## config.mk

```make
export PLATFORM = sky130hd
export DESIGN_NAME = pfa_ctrl
export DESIGN_NICKNAME = d
export VERILOG_FILES = /design/src/rtl/core/pfa_pkg.sv /design/src/rtl/core/pfa_ctrl.sv
export SDC_FILE = /design/constraint.sdc
export NUM_CORES = 1
export LEC_CHECK = 0
export BUFFER_PORTS_ARGS = -buffer_cell sky130_fd_sc_hd__buf_2
export CORE_AREA = 2 2 42 44
export CTS_BUF_LIST = sky130_fd_sc_hd__clkbuf_8
export CTS_CLUSTER_SIZE = 10
export DETAILED_ROUTE_END_ITERATION = 16
export DIE_AREA = 0 0 44 46
export GPL_TIMING_DRIVEN = 0
export PLACE_DENSITY_LB_ADDON = 0.05
export SLEW_MARGIN = 30
export SYNTH_ARGS = -nofsm -noshare
export SYNTH_HDL_FRONTEND = slang
export SYNTH_SLANG_ARGS = --single-unit
```

## constraint.sdc

```tcl
create_clock -name i_clk -period 4.2 [get_ports i_clk]
set_input_delay 0.21 -clock i_clk [delete_from_list [all_inputs] [get_ports i_clk]]
set_output_delay 0.21 -clock i_clk [all_outputs]
set_load 0.03 [all_outputs]
```

## src/rtl/core/pfa_pkg.sv

```systemverilog
// shared constants, codes and controller/datapath interface types
package pfa_pkg;

    localparam int DEF_MAX_WIDTH  = 256;
    localparam int DEF_MAX_HEIGHT = 256;
    localparam int DEF_COLOR_BITS = 16;
    localparam int DEF_FRAME_BITS = 16;
    localparam int DEF_TIME_BITS  = 16;

    // item command codes
    localparam logic [1:0] CMD_ADD   = 2'd0;
    localparam logic [1:0] CMD_TICK  = 2'd1;
    localparam logic [1:0] CMD_READ  = 2'd2;
    localparam logic [1:0] CMD_CLEAR = 2'd3;

    // configuration register indexes
    localparam logic [1:0] CFG_WIDTH  = 2'd0;
    localparam logic [1:0] CFG_HEIGHT = 2'd1;
    localparam logic [1:0] CFG_HOLD   = 2'd2;
    localparam logic [1:0] CFG_FADE   = 2'd3;

    // configuration reset values
    localparam logic [8:0]  RST_DIM  = 9'd256;
    localparam logic [15:0] RST_HOLD = 16'd10;
    localparam logic [15:0] RST_FADE = 16'd10;

    typedef struct packed {
        logic load_item;
        logic set_newest;
        logic sweep_init;
        logic sweep_step;
        logic area_step;
        logic restamp_wr;
        logic clear_wr;
        logic tick_inc;
        logic tick_rd;
        logic tick_wr;
        logic pix_rd;
        logic pix_wr;
        logic res_zero;
        logic res_applied;
        logic emit;
        logic clr_ack;
    } t_dp_cmd;

    typedef struct packed {
        logic       clr_pend;
        logic [1:0] cmd;
        logic       stale;
        logic       newer;
        logic       in_range;
        logic       full_last;
        logic       area_last;
        logic       area_empty;
        logic       out_free;
    } t_dp_stat;

endpackage

```

## src/rtl/core/pfa_ctrl.sv

```systemverilog
// sequencing state machine for the frame accumulator
module pfa_ctrl (
    input  logic              i_clk,
    input  logic              i_rst_n,
    input  logic              i_in_valid,
    output logic              o_in_ready,
    input  pfa_pkg::t_dp_stat i_stat,
    output pfa_pkg::t_dp_cmd  o_cmd
);
    import pfa_pkg::*;

    localparam logic [2:0] ST_IDLE    = 3'd0;
    localparam logic [2:0] ST_DECODE  = 3'd1;
    localparam logic [2:0] ST_RESTAMP = 3'd2;
    localparam logic [2:0] ST_CLEAR   = 3'd3;
    localparam logic [2:0] ST_TICK_RD = 3'd4;
    localparam logic [2:0] ST_TICK_WR = 3'd5;
    localparam logic [2:0] ST_PIX_WR  = 3'd6;
    localparam logic [2:0] ST_EMIT    = 3'd7;

    logic [2:0] r_state, n_state;
    logic       r_clr_item, n_clr_item;
    t_dp_cmd    cmd;

    assign o_in_ready = (r_state == ST_IDLE) && !i_stat.clr_pend;
    assign o_cmd      = cmd;

    always_comb begin
        cmd        = '0;
        n_state    = r_state;
        n_clr_item = r_clr_item;
        unique case (r_state)
            ST_IDLE: begin
                if (i_stat.clr_pend) begin
                    cmd.clr_ack    = 1'b1;
                    cmd.sweep_init = 1'b1;
                    n_clr_item     = 1'b0;
                    n_state        = ST_CLEAR;
                end else if (i_in_valid) begin
                    cmd.load_item = 1'b1;
                    n_state       = ST_DECODE;
                end
            end
            ST_DECODE: begin
                unique case (i_stat.cmd)
                    CMD_ADD: begin
                        if (i_stat.stale) begin
                            cmd.res_zero = 1'b1;
                            n_state      = ST_EMIT;
                        end else if (i_stat.newer) begin
                            cmd.set_newest = 1'b1;
                            cmd.sweep_init = 1'b1;
                            n_state        = ST_RESTAMP;
                        end else if (i_stat.in_range) begin
                            cmd.pix_rd = 1'b1;
                            n_state    = ST_PIX_WR;
                        end else begin
                            cmd.res_zero = 1'b1;
                            n_state      = ST_EMIT;
                        end
                    end
                    CMD_TICK: begin
                        cmd.tick_inc    = 1'b1;
                        cmd.sweep_init  = 1'b1;
                        cmd.res_zero    = 1'b1;
                        cmd.res_applied = 1'b1;
                        n_state = i_stat.area_empty ? ST_EMIT : ST_TICK_RD;
                    end
                    CMD_READ: begin
                        if (i_stat.in_range) begin
                            cmd.pix_rd = 1'b1;
                            n_state    = ST_PIX_WR;
                        end else begin
                            cmd.res_zero = 1'b1;
                            n_state      = ST_EMIT;
                        end
                    end
                    CMD_CLEAR: begin
                        cmd.sweep_init = 1'b1;
                        n_clr_item     = 1'b1;
                        n_state        = ST_CLEAR;
                    end
                    default: n_state = ST_IDLE;
                endcase
            end
            ST_RESTAMP: begin
                cmd.restamp_wr = 1'b1;
                cmd.sweep_step = 1'b1;
                if (i_stat.full_last) begin
                    if (i_stat.in_range) begin
                        cmd.pix_rd = 1'b1;
                        n_state    = ST_PIX_WR;
                    end else begin
                        cmd.res_zero = 1'b1;
                        n_state      = ST_EMIT;
                    end
                end
            end
            ST_CLEAR: begin
                cmd.clear_wr   = 1'b1;
                cmd.sweep_step = 1'b1;
                if (i_stat.full_last) begin
                    if (r_clr_item) begin
                        cmd.res_zero    = 1'b1;
                        cmd.res_applied = 1'b1;
                        n_state         = ST_EMIT;
                    end else begin
                        n_state = ST_IDLE;
                    end
                end
            end
            ST_TICK_RD: begin
                cmd.tick_rd = 1'b1;
                n_state     = ST_TICK_WR;
            end
            ST_TICK_WR: begin
                cmd.tick_wr = 1'b1;
                if (i_stat.area_last) begin
                    n_state = ST_EMIT;
                end else begin
                    cmd.area_step = 1'b1;
                    n_state       = ST_TICK_RD;
                end
            end
            ST_PIX_WR: begin
                cmd.pix_wr = 1'b1;
                n_state    = ST_EMIT;
            end
            ST_EMIT: begin
                if (i_stat.out_free) begin
                    cmd.emit = 1'b1;
                    n_state  = ST_IDLE;
                end
            end
            default: n_state = ST_IDLE;
        endcase
    end

    always_ff @(posedge i_clk) begin
        if (!i_rst_n) begin
            r_state    <= ST_IDLE;
            r_clr_item <= 1'b0;
        end else begin
            r_state    <= n_state;
            r_clr_item <= n_clr_item;
        end
    end

endmodule

```

# Word-level counts from Yosys, hierarchy flattened
# Cells that the tools add are included.
[word_totals]
regBits = 4
output_inout_bits = 17
input_bits = 13
[classes]
n_mux = 54
eq_ne = 16
reduce_logical = 9
[ops]
columns = ["op", "count"]
rows = [
  ["2-to-1 mux 1 bit", 30],
  ["2-to-1 mux 3 bit", 8],
  ["one-hot mux 3 bit (8 select lines)", 1],
  ["== test 3 bit, second input constant", 4],
  ["2-to-1 mux 2 bit", 6],
  ["one-hot mux 1 bit (2 select lines)", 6],
  ["one-hot mux 3 bit (4 select lines)", 1],
  ["inequality test 2 bit, second input constant", 4],
  ["== test 3 x 2 -> 1 bit, second input constant", 2],
  ["one-hot mux 1 bit (3 select lines)", 2],
  ["== test 2 bit, second input constant", 2],
  ["AND reduction 4 bit", 1],
  ["OR reduction 2 bit", 2],
  ["== test 3 x 1 -> 1 bit, second input constant", 1],
  ["zero test 3 bit", 1],
  ["inequality test 3 bit, second input constant", 1],
  ["AND reduction 3 bit", 1],
  ["== test 2 x 1 -> 1 bit, second input constant", 1],
  ["zero test 2 bit", 1],
  ["inequality test 2 x 1 -> 1 bit, second input constant", 1],
  ["nonzero test 2 bit", 1],
  ["logical AND 1 bit", 1],
  ["zero test 1 bit", 1],
]

# Logic depth before layout (Yosys ltp)
# Gate-level depths: netlist of the first run.
[depth]
depth_word = 5
ltp_mapped = 6

# Least setup slack after synthesis of the first run
# No wires, ideal clock.
[synth_path]
kind = "flip-flop to output port"
startpoint = "reg r_state[1]"
endpoint = "out o_cmd[5] (netlist name)"
path_slack_ps = 1997
stages_incl_launch_ff = 6
required_time_ps = 3990
arrival_time_ps = 1993
path_cell_list = "dfxtp_1 -> buf_2 -> inv_1 -> nor3_1 -> nand2_1 -> a21oi_1"
[synth_rtl]
columns = ["element", "line", "source"]
rows = [
  ["from (decl)", "pfa_ctrl.sv:21", "logic [2:0] r_state, n_state;"],
  ["from (signal assigned)", "pfa_ctrl.sv:144", "r_state <= n_state;"],
  ["to (decl)", "pfa_ctrl.sv:8", "output pfa_pkg::t_dp_cmd o_cmd"],
]

==> results of run 1 <==
## how the worst max path moves through the flow
stage | slack [ns] | endpoint | cells after the start | start
detailed placement | 2.46 | o_cmd[3] | 5 | r_state[0]
CTS | 2.23 | o_cmd[3] | 5 | r_state[0]
global route | 2.09 | o_cmd[3] | 5 | r_state[0]
finish | 2.23 | o_cmd[13] | 5 | r_state[0]
global placement | 2.45 | o_cmd[3] | 5 | r_state[0]
floorplan | 2.00 | o_cmd[5] | 5 | r_state[1]
## state kept, by name, indices dropped and copies added, names as in the netlist
register    cells
r_state         3
r_clr_item      1
## layer usage
layer,vias to the layer above,track usage [%],wire [um]
met2,21,25.59,690
met4,0,5.455,0
met5,-,0,0
met3,0,3.968,108
met1,318,22.95,790
li1,359,-,-
## kinds of logic after synthesis
| group | after synthesis |
|---|---|
| flops | 4 |
| buf+inv | 13 |
| compound gates | 22 |
| simple gates | 38 |
| fa+ha+maj | 5 |
## layout by cell type (no fill, tap or decap), drive strengths merged, types with 2 or more instances in the layout
cell type / n
a21oi: 5
a221oi: 3
and2: 2
and3: 2
buf: 31
clkbuf: 4
dfxtp: 4
ha: 5
inv: 10
nand2: 7
nand2b: 5
nor2: 7
nor2b: 3
nor3: 5
nor3b: 2
o2111ai: 2
o21ai: 3
o221ai: 2
o31ai: 2
## stage by stage
stage                     setup slack [ns]  instances  hold WS (ns)
after detailed placement             2.457        128        0.4585
final                                2.231        131        0.2358
after floorplan                      1.997         82        0.3379
after global placement               2.452        128        0.4593
after CTS                            2.226        131        0.2374
after global routing                 2.094        131        0.2452
## where the power goes
group	switching, W	internal [W]	total [W]	leakage (nW)
Clock	0.0000181	0.0000609	0.0000790	0.0216
Sequential	0.0000114	0.0000496	0.0000610	0.0332
Combinational	0.000183	0.0000926	0.000276	0.371
## worst max-delay path, delay by kind of cell (launching register included)
family | cells | cell delay (ns)
and+or+nand+nor | 1 | 0.45
buffers and inverters | 3 | 0.54
AOI/OAI and AO/OA | 1 | 0.24
DFF | 1 | 0.31
## final cells by class
| class | count | area [um2] |
|---|---|---|
| inverters | 10 | 37.54 |
| multi-input cells | 65 | 450.4 |
| repair buffers | 29 | 145.1 |
| flip-flops and latches | 4 | 80.08 |
| fillers | 177 | 822.0 |
| well taps | 17 | 21.27 |
| plain buffers | 3 | 16.27 |
| clock buffers | 3 | 41.29 |
==> metrics.csv, run 1 <==
metric,value,unit
clk_lat worst skew,0.21,ns
worst hold path depth,2,
number of core rows,15,
initial antenna violation count,0,
final WL,1590,um
nets@finish,134,
"Top FF cell, synth",dfxtp_1,
final critical-path share of the clock period,46.88,%
CP Capture Type,output pin,
Tot GR Track Use,16.74,%
synth top area cells,"dfxtp_1 (14%), ha_1 (11%), inv_1 (6.4%), nand2b_1 (5.4%), nand2_1 (4.5%)",
die height,46,um
final design utilization,49.07,%
CP Launch Type,flop,
CTS resizes,0,
initial core utilization,36.20,%
worst-path cell chain,"buf_4, inv_1, or3_1, o31ai_1, buf_2",
DRC,0,
crit path kind,reg2out,
max cap viols,0,
hpwl dp,1299,um
vias per cell,5.328,
share of the synthesized area in the top cell type,13.70,%
P_leak,0.4260,nW
port bufs,29,
via count,698,
synth warn,0,
Diodes inserted,0,
CTS root buf,clkbuf_8,
WP data arrival,1.76,ns
status,"finished, final reports clean",
Die Wd,44,um
CP max stage delay,0.45,ns
pwr dens,524.7,nW/um2
Min-Delay Startpoint,i_rst_n,
Worst-Margin Slew,0.5024,ns
Clock Tree Buf Depth,2,
Synth Net Count,100,
synthesized area per cell,7.126,um2
largest family of logic cells by synthesized area,simple AND/OR/NAND/NOR gates,
postcts setup bufs,0,
FF-to-FF Start,r_state[0],
R2R Path End,r_state[0],
Hold Path Class,in2reg,
Synth top cells by count,"inv_1 (10), nand2_1 (7), nor2_1 (7)",
Post-Synth Simple-Gate Area,35.33,%
setup violators final,0,
post-synthesis cell count,82,
Peak supply drop,0.3188,mV
CTS sink count,4,
synth unique cells,32,
die area,2024,um2
Boundary Pins,30,
CTS tree,yes,
final count of hold timing violations,0,
CTS buffer count,3,
Fin Clk Skew,0.00002498,ns
placed inst area,750.7,um2
post-layout min period,1.969,ns
Final Cell Area,792.0,um2
most numerous cell in the Yosys netlist,inv_1,
Worst path slowest cell,or3_1,
Routed Antenna Nets,0,
1st-iter DRT viols,7,
first-pass GRT wire length,2546,um
worst-path fanout max,10,
max-slew violations,0,
Post-synth EDFFs,0,
area delta synth->final,35.55,%
"area leader, netlist",dfxtp_1,
Core Area,1614,um2
RSZ-0062 raised after global routing,false,
mux contribution to synthesized area,0,%
setup TNS,0,ns
share of layout cells above drive strength 1,33.33,%
Fmax achieved,507.9,MHz
1st-pass router iterations,4,
asr flop ratio synth,0,%
largest net degree at the start of global routing,11,
Power Total,0.0004156,W
CTS Hold Bufs,0,
WHS Endpoint,r_state[1],
Mapped Area,584.3,um2
Worst Reg2Reg Path Length in Cells,5,
overflow left after global routing,0,
sequential fraction of the synthesis area,13.70,%
XOR/XNOR Fraction of Synth Area,0,%
required time worst endpoint,3.99,ns
htree depth,1,
vias in the first global route,610,
wire length per cell,12.14,um
gpl congestion,0.7566,
Synth Area in Compound Gates,31.05,%
Synth Area in Adders,10.71,%
worst reg-to-reg setup slack,2.54,ns
post-synthesis register bit count,4,
Slew HR,66.44,%
clk slew on worst S/H paths,0.03,ns
(Power assumes the default switching activity.)
==> inputs of run 2 (changes only) <==
--- a/config.mk
+++ b/config.mk
@@ -5,12 +5,13 @@
 export SDC_FILE = /design/constraint.sdc
 export NUM_CORES = 1
 export LEC_CHECK = 0
+export ABC_AREA = 1
 export BUFFER_PORTS_ARGS = -buffer_cell sky130_fd_sc_hd__buf_2
-export CORE_AREA = 2 2 42 44
+export CORE_AREA = 2 2 43 45
 export CTS_BUF_LIST = sky130_fd_sc_hd__clkbuf_8
 export CTS_CLUSTER_SIZE = 10
 export DETAILED_ROUTE_END_ITERATION = 16
-export DIE_AREA = 0 0 44 46
+export DIE_AREA = 0 0 45 47
 export GPL_TIMING_DRIVEN = 0
 export PLACE_DENSITY_LB_ADDON = 0.05
 export SLEW_MARGIN = 30
==> constraint.sdc (replaced) <==
create_clock -name i_clk -period 1.65 [get_ports i_clk]
set_input_delay 0.0825 -clock i_clk [delete_from_list [all_inputs] [get_ports i_clk]]
set_output_delay 0.0825 -clock i_clk [all_outputs]
set_load 0.03 [all_outputs]
==> metrics.csv, run 2 <==
metric,value,unit,change
max-slew violations,0,,unchanged
"area leader, netlist",inv_1,,
initial core utilization,37.12,%,+0.92 points
synth unique cells,20,,-38%
Worst path slowest cell,dfxtp_2,,
P_sw,0.0007466,W,+250%
WP data arrival,1.41,ns,-0.35 ns
1st-iter DRT viols,10,,+3
P_leak,0.5087,nW,+19%
crit path buf inv count,2,,-1
overflow left after global routing,0,,unchanged
worst-path fanout max,8,,-2
final WL,1508,um,-5.2%
area delta synth->final,34.08,%,
pwr dens,1602,nW/um2,+210%
initial antenna violation count,0,,unchanged
Synth Net Count,127,,+27%
Filler cells,195,,+10%
Sequential Power Share,16.3,%,+1.6 points
CP max stage delay,0.35,ns,-0.10 ns
Core Area,1652,um2,+2.3%
Diodes inserted,0,,unchanged
Boundary Pins,30,,unchanged
synth top area cells,"inv_1 (15%), nand2_1 (14%), dfxtp_1 (13%), ha_1 (10%), nand3_1 (8.2%)",,
1st-pass router iterations,4,,unchanged
Clock Tree Buf Depth,2,,unchanged
Switching Share,56.71,%,+5.6 points
Fmax achieved,669.5,MHz,
CP Capture Type,output pin,,
required time worst endpoint,1.57,ns,-2.42 ns
final critical-path share of the clock period,90.53,%,
post-layout min period,1.494,ns,
nets@finish,161,,+20%
post-synthesis register bit count,4,,unchanged
wire length per cell,9.544,um,-21%
die height,47,um,+2.2%
worst-path cell chain,"inv_1, nand2_1, nor2_4, o21ai_0, a21oi_1, buf_2",,
part of the power in the clock network,15.6,%,-3.4 points
port bufs,29,,unchanged
Hold Path Class,in2reg,,
CTS sink count,4,,unchanged
Slew HR,76.03,%,+9.6 points
"most common cell after layout, fill and taps aside",buf_2,,
Post-synth EDFFs,0,,unchanged
Peak supply drop,0.8294,mV,+160%
vias per cell,4.734,,-11%
combinational share of power,68.1,%,+1.8 points
Fin Clk Skew,0.001124,ns,+0.001099 ns
via count,748,,+7.2%
area of the multi-input gates,436.7,um2,-3.1%
setup TNS,0,ns,unchanged
Mapped Area,613.1,um2,+4.9%
Synth top cells by count,"inv_1 (24), nand2_1 (23), nor2_1 (13), nand3_1 (10), o21ai_0 (6)",,
asr flop ratio synth,0,%,unchanged
hpwl dp,1300,um,about the same
number of core rows,15,,unchanged
synth warn,0,,unchanged
FF/Latch Area,81.33,um2,+1.6%
final count of hold timing violations,0,,unchanged
hold_ws,0.1087,ns,-0.1271 ns
first-pass GRT wire length,2504,um,-1.6%
Worst path top cell family by delay,flip-flops,,
Die Wd,45,um,+2.3%
DRC,0,,unchanged
post-synthesis cell count,109,,+33%
Worst-Margin Slew,0.3591,ns,-0.1433 ns
CP Launch Type,flop,,
gpl congestion,0.7954,,+5.1%
status,"finished, final reports clean",,
CTS root buf,clkbuf_8,,
"Top FF cell, synth",dfxtp_1,,
most frequent cells in the layout,"buf_2 (29), inv_1 (24), nand2_1 (23)",,
RSZ-0062 raised after global routing,false,,
die area,2115,um2,+4.5%
Top Registers,"r_state (3), r_clr_item (1)",,
share of layout cells above drive strength 1,31.21,%,-2.1 points
synthesized area per cell,5.625,um2,-21%
CTS tree,yes,,
share of the synthesized area in the top cell type,14.69,%,+0.99 points
largest net degree at the start of global routing,9,,-2
Tot GR Track Use,16.02,%,-0.72 points
sequential fraction of the synthesis area,13.06,%,-0.64 points
max FFs per register,3,,unchanged
setup violators final,0,,unchanged
CTS buffer count,3,,unchanged
clk slew on worst S/H paths,0.03,ns,about the same
P_int,0.0005699,W,+180%
max cap viols,0,,unchanged
Largest Register,r_state,,
vias in the first global route,615,,+0.82%
Routed Antenna Nets,0,,unchanged
crit path kind,reg2out,,
htree depth,1,,unchanged
most numerous cell in the Yosys netlist,inv_1,,
clk_lat worst skew,0.22,ns,about the same
[run 2: cell types whose count changed after synthesis, moves of 5 or more]
cell	delta
nand3_1	+9
nor2_1	+6
nand2b_1	-5
inv_1	+14
nand2_1	+16
[run 2: power by group through the flow]
stage | Sequential (W) | Combinational (W) | Clock (W)
after floorplan | 0.000198 | 0.000704 | 0
after global routing | 0.000226 | 0.00100 | 0.000219
final | 0.000214 | 0.000896 | 0.000206
after detailed placement | 0.000214 | 0.000904 | 0
after CTS | 0.000212 | 0.000911 | 0.000213
after global placement | 0.000215 | 0.000899 | 0
[run 2: stage by stage]
step	instances	cell area (um2)	worst slack, ns	power [W]	utilization [%]
after global placement	155	779.5	0.2965	0.001114	47.20
after global routing	158	822.0	0.006724	0.001450	49.77
final	158	822.0	0.1563	0.001317	49.77
after floorplan	109	613.1	0.06283	0.0009018	-
after detailed placement	155	779.5	0.2867	0.001118	47.20
after CTS	158	820.8	0.05474	0.001335	49.70
[run 2: repair_timing]
item	4_1_cts	5_1_grt
endpoints found under the setup margin	0	4
setup buffers	0	0
resized for setup	0	2
hold buffers	0	0
[run 2: per-layer routing]
layer	vias to the layer above	track usage [%]	wire length (um)
li1	407	-	-
met2	24	26.29	696
met3	0	4.615	93
met4	0	1.765	0
met1	317	21.61	719
met5	-	0	0
[run 2: worst paths after layout]
kind	startpoint	cells after the start	slack, ns	endpoint
setup reg to reg	r_state[2]	7	0.35	r_state[0]
hold reg to reg	r_clr_item	2	0.46	r_clr_item
setup / recovery	r_state[1]	6	0.16	o_cmd[5]
hold / removal	i_rst_n	3	0.11	r_state[0]
[run 2: cell type report]
cell class / count / share of cell area [%]
clock buffer: 3 / 5.023
inverter: 25 / 11.72
sequential: 4 / 9.893
timing repair buffer: 29 / 17.66
tap: 17 / 2.588
multi-input combinational: 80 / 53.12
[run 2: worst reg2reg max path, stage by stage, from the launching register on]
cell and delay [ns]:
dfxtp_1 0.52, nand4_1 0.23, o21ai_0 0.16, inv_1 0.08, nand2_1 0.06, nand2_1 0.05, nand2_1 0.06, nor2_1 0.04
[run 2: cell families (layout without fill, tap and decap cells)]
family | count (synthesis) | after routing | share of synthesized area [%]
compound gates | 13 | 13 | 11.84
simple gates | 62 | 62 | 49.19
buf+inv | 25 | 57 | 15.72
fa+ha+maj | 5 | 5 | 10.20
flops | 4 | 4 | 13.06
